[src/hw/rtl/pdt_pkg.sv]
// shared types and constants of the periodic task dispatcher
`default_nettype none

package pdt_pkg;

  localparam int unsigned MAX_SLOTS = 16;
  localparam int unsigned SLOT_W    = (MAX_SLOTS > 1) ? $clog2(MAX_SLOTS) : 1;
  localparam int unsigned CNT_W     = $clog2(MAX_SLOTS + 1);

  typedef enum logic [1:0] {
    REQ_REGISTER = 2'd0,
    REQ_PERIOD   = 2'd1,
    REQ_REMOVE   = 2'd2,
    REQ_CHECK    = 2'd3
  } req_e;

  typedef enum logic [2:0] {
    ST_DONE     = 3'd0,
    ST_FULL     = 3'd1,
    ST_EMPTY    = 3'd2,
    ST_DISPATCH = 3'd3,
    ST_NONE_DUE = 3'd4
  } status_e;

  typedef struct packed {
    logic        op_reg;
    logic        op_per;
    logic        op_rem;
    logic        op_chk;
    logic        shift;
    logic [31:0] period;
    logic [31:0] now;
  } cell_cmd_t;

  typedef struct packed {
    logic valid;
    logic token;
    logic hit;
  } cell_sts_t;

endpackage

`default_nettype wire

[src/hw/rtl/pdt_if.sv]
// request and result stream interfaces
`default_nettype none

interface pdt_req_if;
  logic        valid;
  logic        ready;
  logic [1:0]  req_type;
  logic [3:0]  task_slot;
  logic [31:0] period_ms;
  logic [31:0] now_ms;

  modport source (output valid, req_type, task_slot, period_ms, now_ms, input ready);
  modport sink   (input valid, req_type, task_slot, period_ms, now_ms, output ready);
endinterface

interface pdt_rsp_if;
  logic       valid;
  logic       ready;
  logic [2:0] status;
  logic [3:0] due_slot;
  logic       last_of_run;

  modport source (output valid, status, due_slot, last_of_run, input ready);
  modport sink   (input valid, status, due_slot, last_of_run, output ready);
endinterface

`default_nettype wire

[src/hw/rtl/pdt_cell.sv]
// one task slot of the dispatcher chain
`default_nettype none

module pdt_cell (
  input  wire logic              clk_i,
  input  wire logic              rst_ni,
  input  wire pdt_pkg::cell_cmd_t cmd_i,
  input  wire logic              sel_i,
  input  wire logic              token_i,
  output pdt_pkg::cell_sts_t     sts_o
);

  logic        valid_q, valid_d;
  logic        token_q, token_d;
  logic        due_q, due_d;
  logic [31:0] period_q, period_d;
  logic [31:0] last_q, last_d;
  logic [31:0] elapsed;
  logic        due_now;

  assign elapsed = cmd_i.now - last_q;
  assign due_now = valid_q && (elapsed >= period_q);

  always_comb begin
    valid_d  = valid_q;
    period_d = period_q;
    last_d   = last_q;
    due_d    = due_q;
    token_d  = cmd_i.shift ? token_i : token_q;
    if (cmd_i.op_reg && sel_i) begin
      valid_d  = 1'b1;
      period_d = cmd_i.period;
      last_d   = '0;
    end
    if (cmd_i.op_per && sel_i) begin
      period_d = cmd_i.period;
    end
    if (cmd_i.op_rem && sel_i) begin
      valid_d = 1'b0;
    end
    if (cmd_i.op_chk) begin
      due_d = due_now;
      if (due_now) begin
        last_d = cmd_i.now;
      end
    end
  end

  always_ff @(posedge clk_i or negedge rst_ni) begin
    if (!rst_ni) begin
      valid_q <= 1'b0;
      token_q <= 1'b0;
    end else begin
      valid_q <= valid_d;
      token_q <= token_d;
    end
  end

  always_ff @(posedge clk_i) begin
    period_q <= period_d;
    last_q   <= last_d;
    due_q    <= due_d;
  end

  assign sts_o.valid = valid_q;
  assign sts_o.token = token_q;
  assign sts_o.hit   = token_q & due_q;

endmodule

`default_nettype wire

[src/hw/rtl/periodic_task_dispatcher_core.sv]
// periodic task dispatcher: slot cell chain with walk sequencer
// register, set period and remove: one result, in the cycle after the transfer
// check: all slots compared at the transfer, then a token walks the chain
// one slot a cycle, held while a due result waits on a stalled output;
// results trail the walk
// reset clears all valid bits, the task count and the sequencer
`default_nettype none

module periodic_task_dispatcher_core (
  input  wire logic  clk_i,
  input  wire logic  rst_ni,
  pdt_req_if.sink    req_i,
  pdt_rsp_if.source  rsp_o
);

  typedef enum logic [1:0] {
    S_IDLE,
    S_WALK,
    S_FLUSH
  } state_e;

  localparam int unsigned N  = pdt_pkg::MAX_SLOTS;
  localparam int unsigned SW = pdt_pkg::SLOT_W;
  localparam int unsigned CW = pdt_pkg::CNT_W;

  state_e                 state_q, state_d;
  logic [SW-1:0]          idx_q, idx_d;
  logic                   pend_valid_q, pend_valid_d;
  logic [SW-1:0]          pend_slot_q, pend_slot_d;
  logic [CW-1:0]          count_q, count_d;
  logic                   out_valid_q, out_valid_d;
  logic [2:0]             status_q, status_d;
  logic [3:0]             slot_q, slot_d;
  logic                   last_q, last_d;

  pdt_pkg::cell_cmd_t     cmd;
  pdt_pkg::cell_sts_t     sts [N];
  logic [N-1:0]           sel_vec;
  logic [N-1:0]           valid_vec;
  logic [N-1:0]           token_vec;
  logic [N-1:0]           chain;

  logic accept, out_free, in_table, full, empty, sel_valid, hit, adv, start;
  logic is_reg, is_per, is_rem, is_chk;

  assign out_free     = !out_valid_q || rsp_o.ready;
  assign req_i.ready  = (state_q == S_IDLE) && out_free;
  assign accept       = req_i.valid && req_i.ready;
  assign in_table     = 32'(req_i.task_slot) < N;
  assign full         = count_q == CW'(N);
  assign empty        = count_q == '0;
  assign is_reg       = req_i.req_type == pdt_pkg::REQ_REGISTER;
  assign is_per       = req_i.req_type == pdt_pkg::REQ_PERIOD;
  assign is_rem       = req_i.req_type == pdt_pkg::REQ_REMOVE;
  assign is_chk       = req_i.req_type == pdt_pkg::REQ_CHECK;
  assign start        = accept && is_chk;

  assign chain[0] = start;

  for (genvar j = 0; j < N; j++) begin : g_cell
    assign sel_vec[j]   = 32'(req_i.task_slot) == 32'(j);
    assign valid_vec[j] = sts[j].valid;
    assign token_vec[j] = sts[j].token;
    if (j < N - 1) begin : g_link
      assign chain[j+1] = sts[j].token;
    end

    pdt_cell u_cell (
      .clk_i   (clk_i),
      .rst_ni  (rst_ni),
      .cmd_i   (cmd),
      .sel_i   (sel_vec[j]),
      .token_i (chain[j]),
      .sts_o   (sts[j])
    );
  end

  always_comb begin
    sel_valid = 1'b0;
    hit       = 1'b0;
    for (int j = 0; j < N; j++) begin
      sel_valid = sel_valid | (sel_vec[j] & sts[j].valid);
      hit       = hit | sts[j].hit;
    end
  end

  always_comb begin
    state_d      = state_q;
    idx_d        = idx_q;
    pend_valid_d = pend_valid_q;
    pend_slot_d  = pend_slot_q;
    count_d      = count_q;
    out_valid_d  = out_valid_q && !rsp_o.ready;
    status_d     = status_q;
    slot_d       = slot_q;
    last_d       = last_q;
    adv          = 1'b0;

    cmd.op_reg = accept && is_reg && !full && in_table;
    cmd.op_per = accept && is_per && in_table;
    cmd.op_rem = accept && is_rem && !empty && in_table;
    cmd.op_chk = start;
    cmd.period = req_i.period_ms;
    cmd.now    = req_i.now_ms;

    if (cmd.op_reg && !sel_valid) begin
      count_d = count_q + 1'b1;
    end
    if (cmd.op_rem && sel_valid) begin
      count_d = count_q - 1'b1;
    end

    unique case (state_q)
      S_IDLE: begin
        if (accept) begin
          if (is_chk) begin
            state_d      = S_WALK;
            idx_d        = '0;
            pend_valid_d = 1'b0;
          end else begin
            out_valid_d = 1'b1;
            slot_d      = '0;
            last_d      = 1'b1;
            if (is_reg && full) begin
              status_d = pdt_pkg::ST_FULL;
            end else if (is_rem && empty) begin
              status_d = pdt_pkg::ST_EMPTY;
            end else begin
              status_d = pdt_pkg::ST_DONE;
            end
          end
        end
      end
      S_WALK: begin
        adv = 1'b1;
        if (hit) begin
          if (pend_valid_q) begin
            if (out_free) begin
              out_valid_d = 1'b1;
              status_d    = pdt_pkg::ST_DISPATCH;
              slot_d      = 4'(pend_slot_q);
              last_d      = 1'b0;
              pend_slot_d = idx_q;
            end else begin
              adv = 1'b0;
            end
          end else begin
            pend_valid_d = 1'b1;
            pend_slot_d  = idx_q;
          end
        end
        if (adv) begin
          if (idx_q == SW'(N - 1)) begin
            state_d = S_FLUSH;
          end else begin
            idx_d = SW'(idx_q + 1'b1);
          end
        end
      end
      S_FLUSH: begin
        if (out_free) begin
          out_valid_d = 1'b1;
          last_d      = 1'b1;
          if (pend_valid_q) begin
            status_d = pdt_pkg::ST_DISPATCH;
            slot_d   = 4'(pend_slot_q);
          end else begin
            status_d = pdt_pkg::ST_NONE_DUE;
            slot_d   = '0;
          end
          state_d = S_IDLE;
        end
      end
      default: begin
        state_d = S_IDLE;
      end
    endcase

    cmd.shift = start || adv;
  end

  always_ff @(posedge clk_i or negedge rst_ni) begin
    if (!rst_ni) begin
      state_q      <= S_IDLE;
      idx_q        <= '0;
      pend_valid_q <= 1'b0;
      pend_slot_q  <= '0;
      count_q      <= '0;
      out_valid_q  <= 1'b0;
      status_q     <= '0;
      slot_q       <= '0;
      last_q       <= 1'b0;
    end else begin
      state_q      <= state_d;
      idx_q        <= idx_d;
      pend_valid_q <= pend_valid_d;
      pend_slot_q  <= pend_slot_d;
      count_q      <= count_d;
      out_valid_q  <= out_valid_d;
      status_q     <= status_d;
      slot_q       <= slot_d;
      last_q       <= last_d;
    end
  end

  assign rsp_o.valid       = out_valid_q;
  assign rsp_o.status      = status_q;
  assign rsp_o.due_slot    = slot_q;
  assign rsp_o.last_of_run = last_q;

  a_count_matches: assert property (@(posedge clk_i) disable iff (!rst_ni)
    32'(count_q) == $countones(valid_vec))
    else $error("task count differs from valid slots");

  a_one_token: assert property (@(posedge clk_i) disable iff (!rst_ni)
    $onehot0(token_vec))
    else $error("more than one token in the chain");

  a_hit_in_walk: assert property (@(posedge clk_i) disable iff (!rst_ni)
    hit |-> (state_q == S_WALK))
    else $error("slot hit outside a walk");

  a_token_tracks_idx: assert property (@(posedge clk_i) disable iff (!rst_ni)
    (state_q == S_WALK) |-> token_vec[idx_q])
    else $error("token not at walk index");

endmodule

`default_nettype wire

[src/flat_wrapper.sv]
// flat-port wrapper written by rule: the top's interface ports become plain ports
module periodic_task_dispatcher_core_flat 
  (clk_i, rst_ni, req_i_valid, req_i_req_type, req_i_task_slot, req_i_period_ms, req_i_now_ms, req_i_ready, rsp_o_valid, rsp_o_status, rsp_o_due_slot, rsp_o_last_of_run, rsp_o_ready);
  pdt_req_if req_i_i ();
  pdt_rsp_if rsp_o_i ();
  input  wire logic clk_i;
  input  wire logic rst_ni;
  input wire logic [$bits(req_i_i.valid)-1:0] req_i_valid;
  input wire logic [$bits(req_i_i.req_type)-1:0] req_i_req_type;
  input wire logic [$bits(req_i_i.task_slot)-1:0] req_i_task_slot;
  input wire logic [$bits(req_i_i.period_ms)-1:0] req_i_period_ms;
  input wire logic [$bits(req_i_i.now_ms)-1:0] req_i_now_ms;
  output wire logic [$bits(req_i_i.ready)-1:0] req_i_ready;
  output wire logic [$bits(rsp_o_i.valid)-1:0] rsp_o_valid;
  output wire logic [$bits(rsp_o_i.status)-1:0] rsp_o_status;
  output wire logic [$bits(rsp_o_i.due_slot)-1:0] rsp_o_due_slot;
  output wire logic [$bits(rsp_o_i.last_of_run)-1:0] rsp_o_last_of_run;
  input wire logic [$bits(rsp_o_i.ready)-1:0] rsp_o_ready;
  assign req_i_i.valid = req_i_valid;
  assign req_i_i.req_type = req_i_req_type;
  assign req_i_i.task_slot = req_i_task_slot;
  assign req_i_i.period_ms = req_i_period_ms;
  assign req_i_i.now_ms = req_i_now_ms;
  assign req_i_ready = req_i_i.ready;
  assign rsp_o_valid = rsp_o_i.valid;
  assign rsp_o_status = rsp_o_i.status;
  assign rsp_o_due_slot = rsp_o_i.due_slot;
  assign rsp_o_last_of_run = rsp_o_i.last_of_run;
  assign rsp_o_i.ready = rsp_o_ready;
  periodic_task_dispatcher_core u_core (.clk_i(clk_i), .rst_ni(rst_ni), .req_i(req_i_i), .rsp_o(rsp_o_i));
endmodule
[config.mk]
export PLATFORM = sky130hd
export DESIGN_NAME = periodic_task_dispatcher_core_flat
export DESIGN_NICKNAME = d
export VERILOG_FILES = /design/src/hw/rtl/pdt_pkg.sv /design/src/hw/rtl/pdt_if.sv /design/src/hw/rtl/pdt_cell.sv /design/src/hw/rtl/periodic_task_dispatcher_core.sv /design/src/flat_wrapper.sv
export SDC_FILE = /design/constraint.sdc
export NUM_CORES = 2
export LEC_CHECK = 0
export BUFFER_PORTS_ARGS = -buffer_cell sky130_fd_sc_hd__clkbuf_2
export CAP_MARGIN = 40
export CORE_ASPECT_RATIO = 1.2
export CORE_MARGIN = 5
export CORE_UTILIZATION = 50
export CTS_CLUSTER_SIZE = 8
export DETAILED_ROUTE_END_ITERATION = 6
export GPL_TIMING_DRIVEN = 0
export PLACE_DENSITY = 0.65
export SLEW_MARGIN = 20
export SYNTH_ARGS = -nofsm -noshare
export SYNTH_HDL_FRONTEND = slang
export SYNTH_HIERARCHICAL = 1
export SYNTH_SLANG_ARGS = --single-unit
export TNS_END_PERCENT = 10
[constraint.sdc]
create_clock -name clk_i -period 5.3 [get_ports clk_i]
set_clock_uncertainty 0.2 [all_clocks]
set_input_delay 0 -clock clk_i [delete_from_list [all_inputs] [get_ports clk_i]]
set_output_delay 0 -clock clk_i [all_outputs]
set_load 0.02 [all_outputs]
==> results summary <==
The data required time at the worst endpoint came out at 5.81 ns. The critical path goes through dlygate4sd3_1, clkbuf_4, buf_12, ha_1, nand4_1, nor4b_1, clkdlybuf4s15_2, a211o_1, o21ai_0, a31oi_1, a221oi_2, xnor2_1, ha_1, nand4_1, nor3_1, a21oi_1, o211ai_1, and3_1, a21o_2, clkbuf_4, mux2i_1. The startpoint type of the worst setup path is a primary input. From synthesis to final layout, the design area changed by 12.9%. The initial core utilization came out at 50.3%. The net count after synthesis came out at 10.4k.

The maximum net fanout on the critical path is 17. Setup repair after global routing could not meet its margin everywhere. The maximum number of pins on one net before global-route repair came out at 41. Dividing the detail-routed via count by the number of cells gives 5.72. The number of input and output port buffers inserted came out at 82. The worst ir drop on vdd is 410 µV. TritonCTS built the clock tree. The slowest stage of the critical path belongs to the cell dlygate4sd3_1.

The TritonCTS buffer count is 157. The total wire length after detailed routing came out at 261 mm. The maximum operating frequency came out at 191 MHz. In this run the static leakage power is 41.8 nW.

Leaving out fill and tap cells, the most frequent cells in the layout are inv_1, nand2_1, ha_1, a21oi_1, edfxtp_1. The highest metal layer carrying signal wires in the routed design is met5. Wire segments on met2 add up to 119 mm in the final route.

The remaining antenna violation count is 0. After detailed routing, the wire length on met1 is 110 mm. The time the worst path needs with I/O delays and setup came out at 5.23 ns. The share of the core filled with cells is 56.8%.

The ratio of total power to cell area came out at 347 nW/µm². The via count of the first global-routing pass is 66.3k. The initial antenna violation count came out at 35.

The flow ran to the end, and the final reports show no timing, DRC or antenna violations. The instance count after placement with tap cells included came out at 11.6k. The post-DP HPWL came out at 181 mm.

The mean instance size in the synthesized netlist came out at 8.76 µm². The number of buffers on the longest clock path came out at 3. The H-tree level count is 4.

The arrival time of the worst setup path is 5.74 ns. The max-capacitance violation count is 0. The first detailed-routing pass ran for 6 iterations. The yosys synthesis warning count came out at 6. The insertion delay to the later sink of the worst-skew pair is 0.80 ns. The clock transition at the registers of the reported paths came out at 0.05 ns. Grouping stages by cell kind, the critical path spends the most delay in buffers and inverters. The final sum of negative setup slack came out at 0 ns. The buffer type at the clock tree root is clkbuf_16. The number of max-slew violations in the final report came out at 0. The first global-routing pass estimated 389 mm of wire. The number of placed I/O pins is 84. Headroom to the max-slew limit came out at 42.5%.

The worst min-delay path category is in2reg. The remaining global-route overflow came out at 0. The number of sinks on the clock net is 1097. The die is 453 µm tall. STA classifies the critical path endpoint as a flip-flop.

The number of hold violations in the final report is 0. The core footprint is 163000 µm². After detailed routing, the number of remaining DRC violations is 0. The die covers 172000 µm².

The slew at the pin with the worst max-slew slack came out at 0.861 ns. The final critical-path share of the clock period came out at 98.7%. The overall track demand over capacity in global routing came out at 29.6%. After technology mapping, the gate count stands at 9341. The layout net count came out at 10.9k. The sum of buffers and inverters on the critical path came out at 5. The fraction of layout cells with a size suffix above 1 is 6.76%.

The x dimension of the die came out at 379 µm. On the worst path, the slowest cell contributes a delay of 0.53 ns. Leaving out filler cells and counting taps, the final layout contains 12.0k.

The initial DRC count came out at 5023. Leaving out fill and tap cells, the most frequent cell in the layout is inv_1. The synthesized netlist occupies a cell area of 81800 µm².

The critical path in this run is classified as in2reg. The met3 wire length is 16.3 mm. In the final routed layout, each cell accounts on average for 21.6 µm. The total setup violations reported at the end of the flow is 0. The final weighted congestion in routability-driven placement came out at 0.913. The via count of the routed design is 68.9k.

The number of placement rows came out at 162.
state kept, by name, summed over array words and instances (netlist names):
signal,cells
u_core/rsp_o.due_slot,4
u_core/state_q,2
u_core/pend_valid_q,1
u_core/count_q,5
u_core/idx_q,4
u_core/rsp_o.last_of_run,1
u_core/g_cell.u_cell/last_q,512
u_core/g_cell.u_cell/period_q,512
u_core/g_cell.u_cell/due_q,16
u_core/pend_slot_q,4
u_core/g_cell.u_cell/token_q,16
u_core/g_cell.u_cell/valid_q,16
u_core/rsp_o.valid,1
u_core/rsp_o.status,3
final cells by class:
class                   count  area, µm²
repair buffers            265       2950
plain buffers             270       1380
clock buffers             275       4510
well taps                2132       2670
flip-flops and latches   1097      27500
clock inverters             8       80.1
inverters                1577       5920
multi-input cells        6396      47200
diodes                     21       52.6
fillers                 14700      70200
power breakdown:
part | total, mW | switching [mW] | internal (mW)
Sequential | 10.1 | 0.436 | 9.61
Combinational | 12.4 | 7.38 | 5.02
Clock | 9.59 | 3.89 | 5.70
Total | 32.0 | 11.7 | 20.3
path summary, 6_finish.rpt:
kind / from / to / slack, ns / depth (start not counted)
max: req_i_now_ms[11] / u_core/g_cell[0].u_cell/last_q[13] / 0.07 / 21
min: req_i_now_ms[9] / u_core/g_cell[0].u_cell/last_q[9] / 0.05 / 4
max reg2reg: u_core/g_cell[0].u_cell/last_q[11] / u_core/g_cell[0].u_cell/last_q[13] / 0.13 / 19
min reg2reg: u_core/g_cell[12].u_cell/last_q[4] / u_core/g_cell[12].u_cell/last_q[4] / 0.25 / 2
max in group asynchronous: rst_ni / u_core/rsp_o.due_slot[1] / 4.16 / 5
min in group asynchronous: rst_ni / u_core/g_cell[13].u_cell/valid_q / 0.24 / 4
stage by stage:
step	area, µm²	hold WS, ns	total power, mW	setup slack, ns
2_1_floorplan	81800	-0.496	19.0	0.392
3_3_place_gp	84900	0.234	21.8	-5.80
3_5_place_dp	86300	-0.244	22.2	-0.575
4_1_cts	92000	0.000626	32.0	0.0252
5_1_grt	92300	0.0567	34.1	-0.0969
6_report	92300	0.0457	32.0	0.0701
worst register-to-register path: cells and delay by family (launching register included):
| kind | cells | cell delay, ns |
|---|---|---|
| simple gates | 5 | 1.39 |
| compound gates | 7 | 1.38 |
| fa+ha+maj | 2 | 0.74 |
| buf+inv | 3 | 0.66 |
| flops | 1 | 0.32 |
| mux | 1 | 0.24 |
| xor+xnor | 1 | 0.15 |
what timing repair did:
action / 4_1_cts / 5_1_grt
endpoints found under the hold margin: 1210 / 0
pin swaps: 0 / 2
hold buffers: 108 / 0
buffers inserted: 0 / 2
cloned: 0 / 0
resized for setup: 9 / 47
setup endpoints to repair: 201 / 341
layer usage:
metal,vias to the layer above,global-route usage (%)
li1,33300,-
met3,577,4.34
met2,2281,48.8
met4,2,15.4
met1,32700,37.8
met5,-,0
No activity file was read; power rests on OpenSTA's default activity.
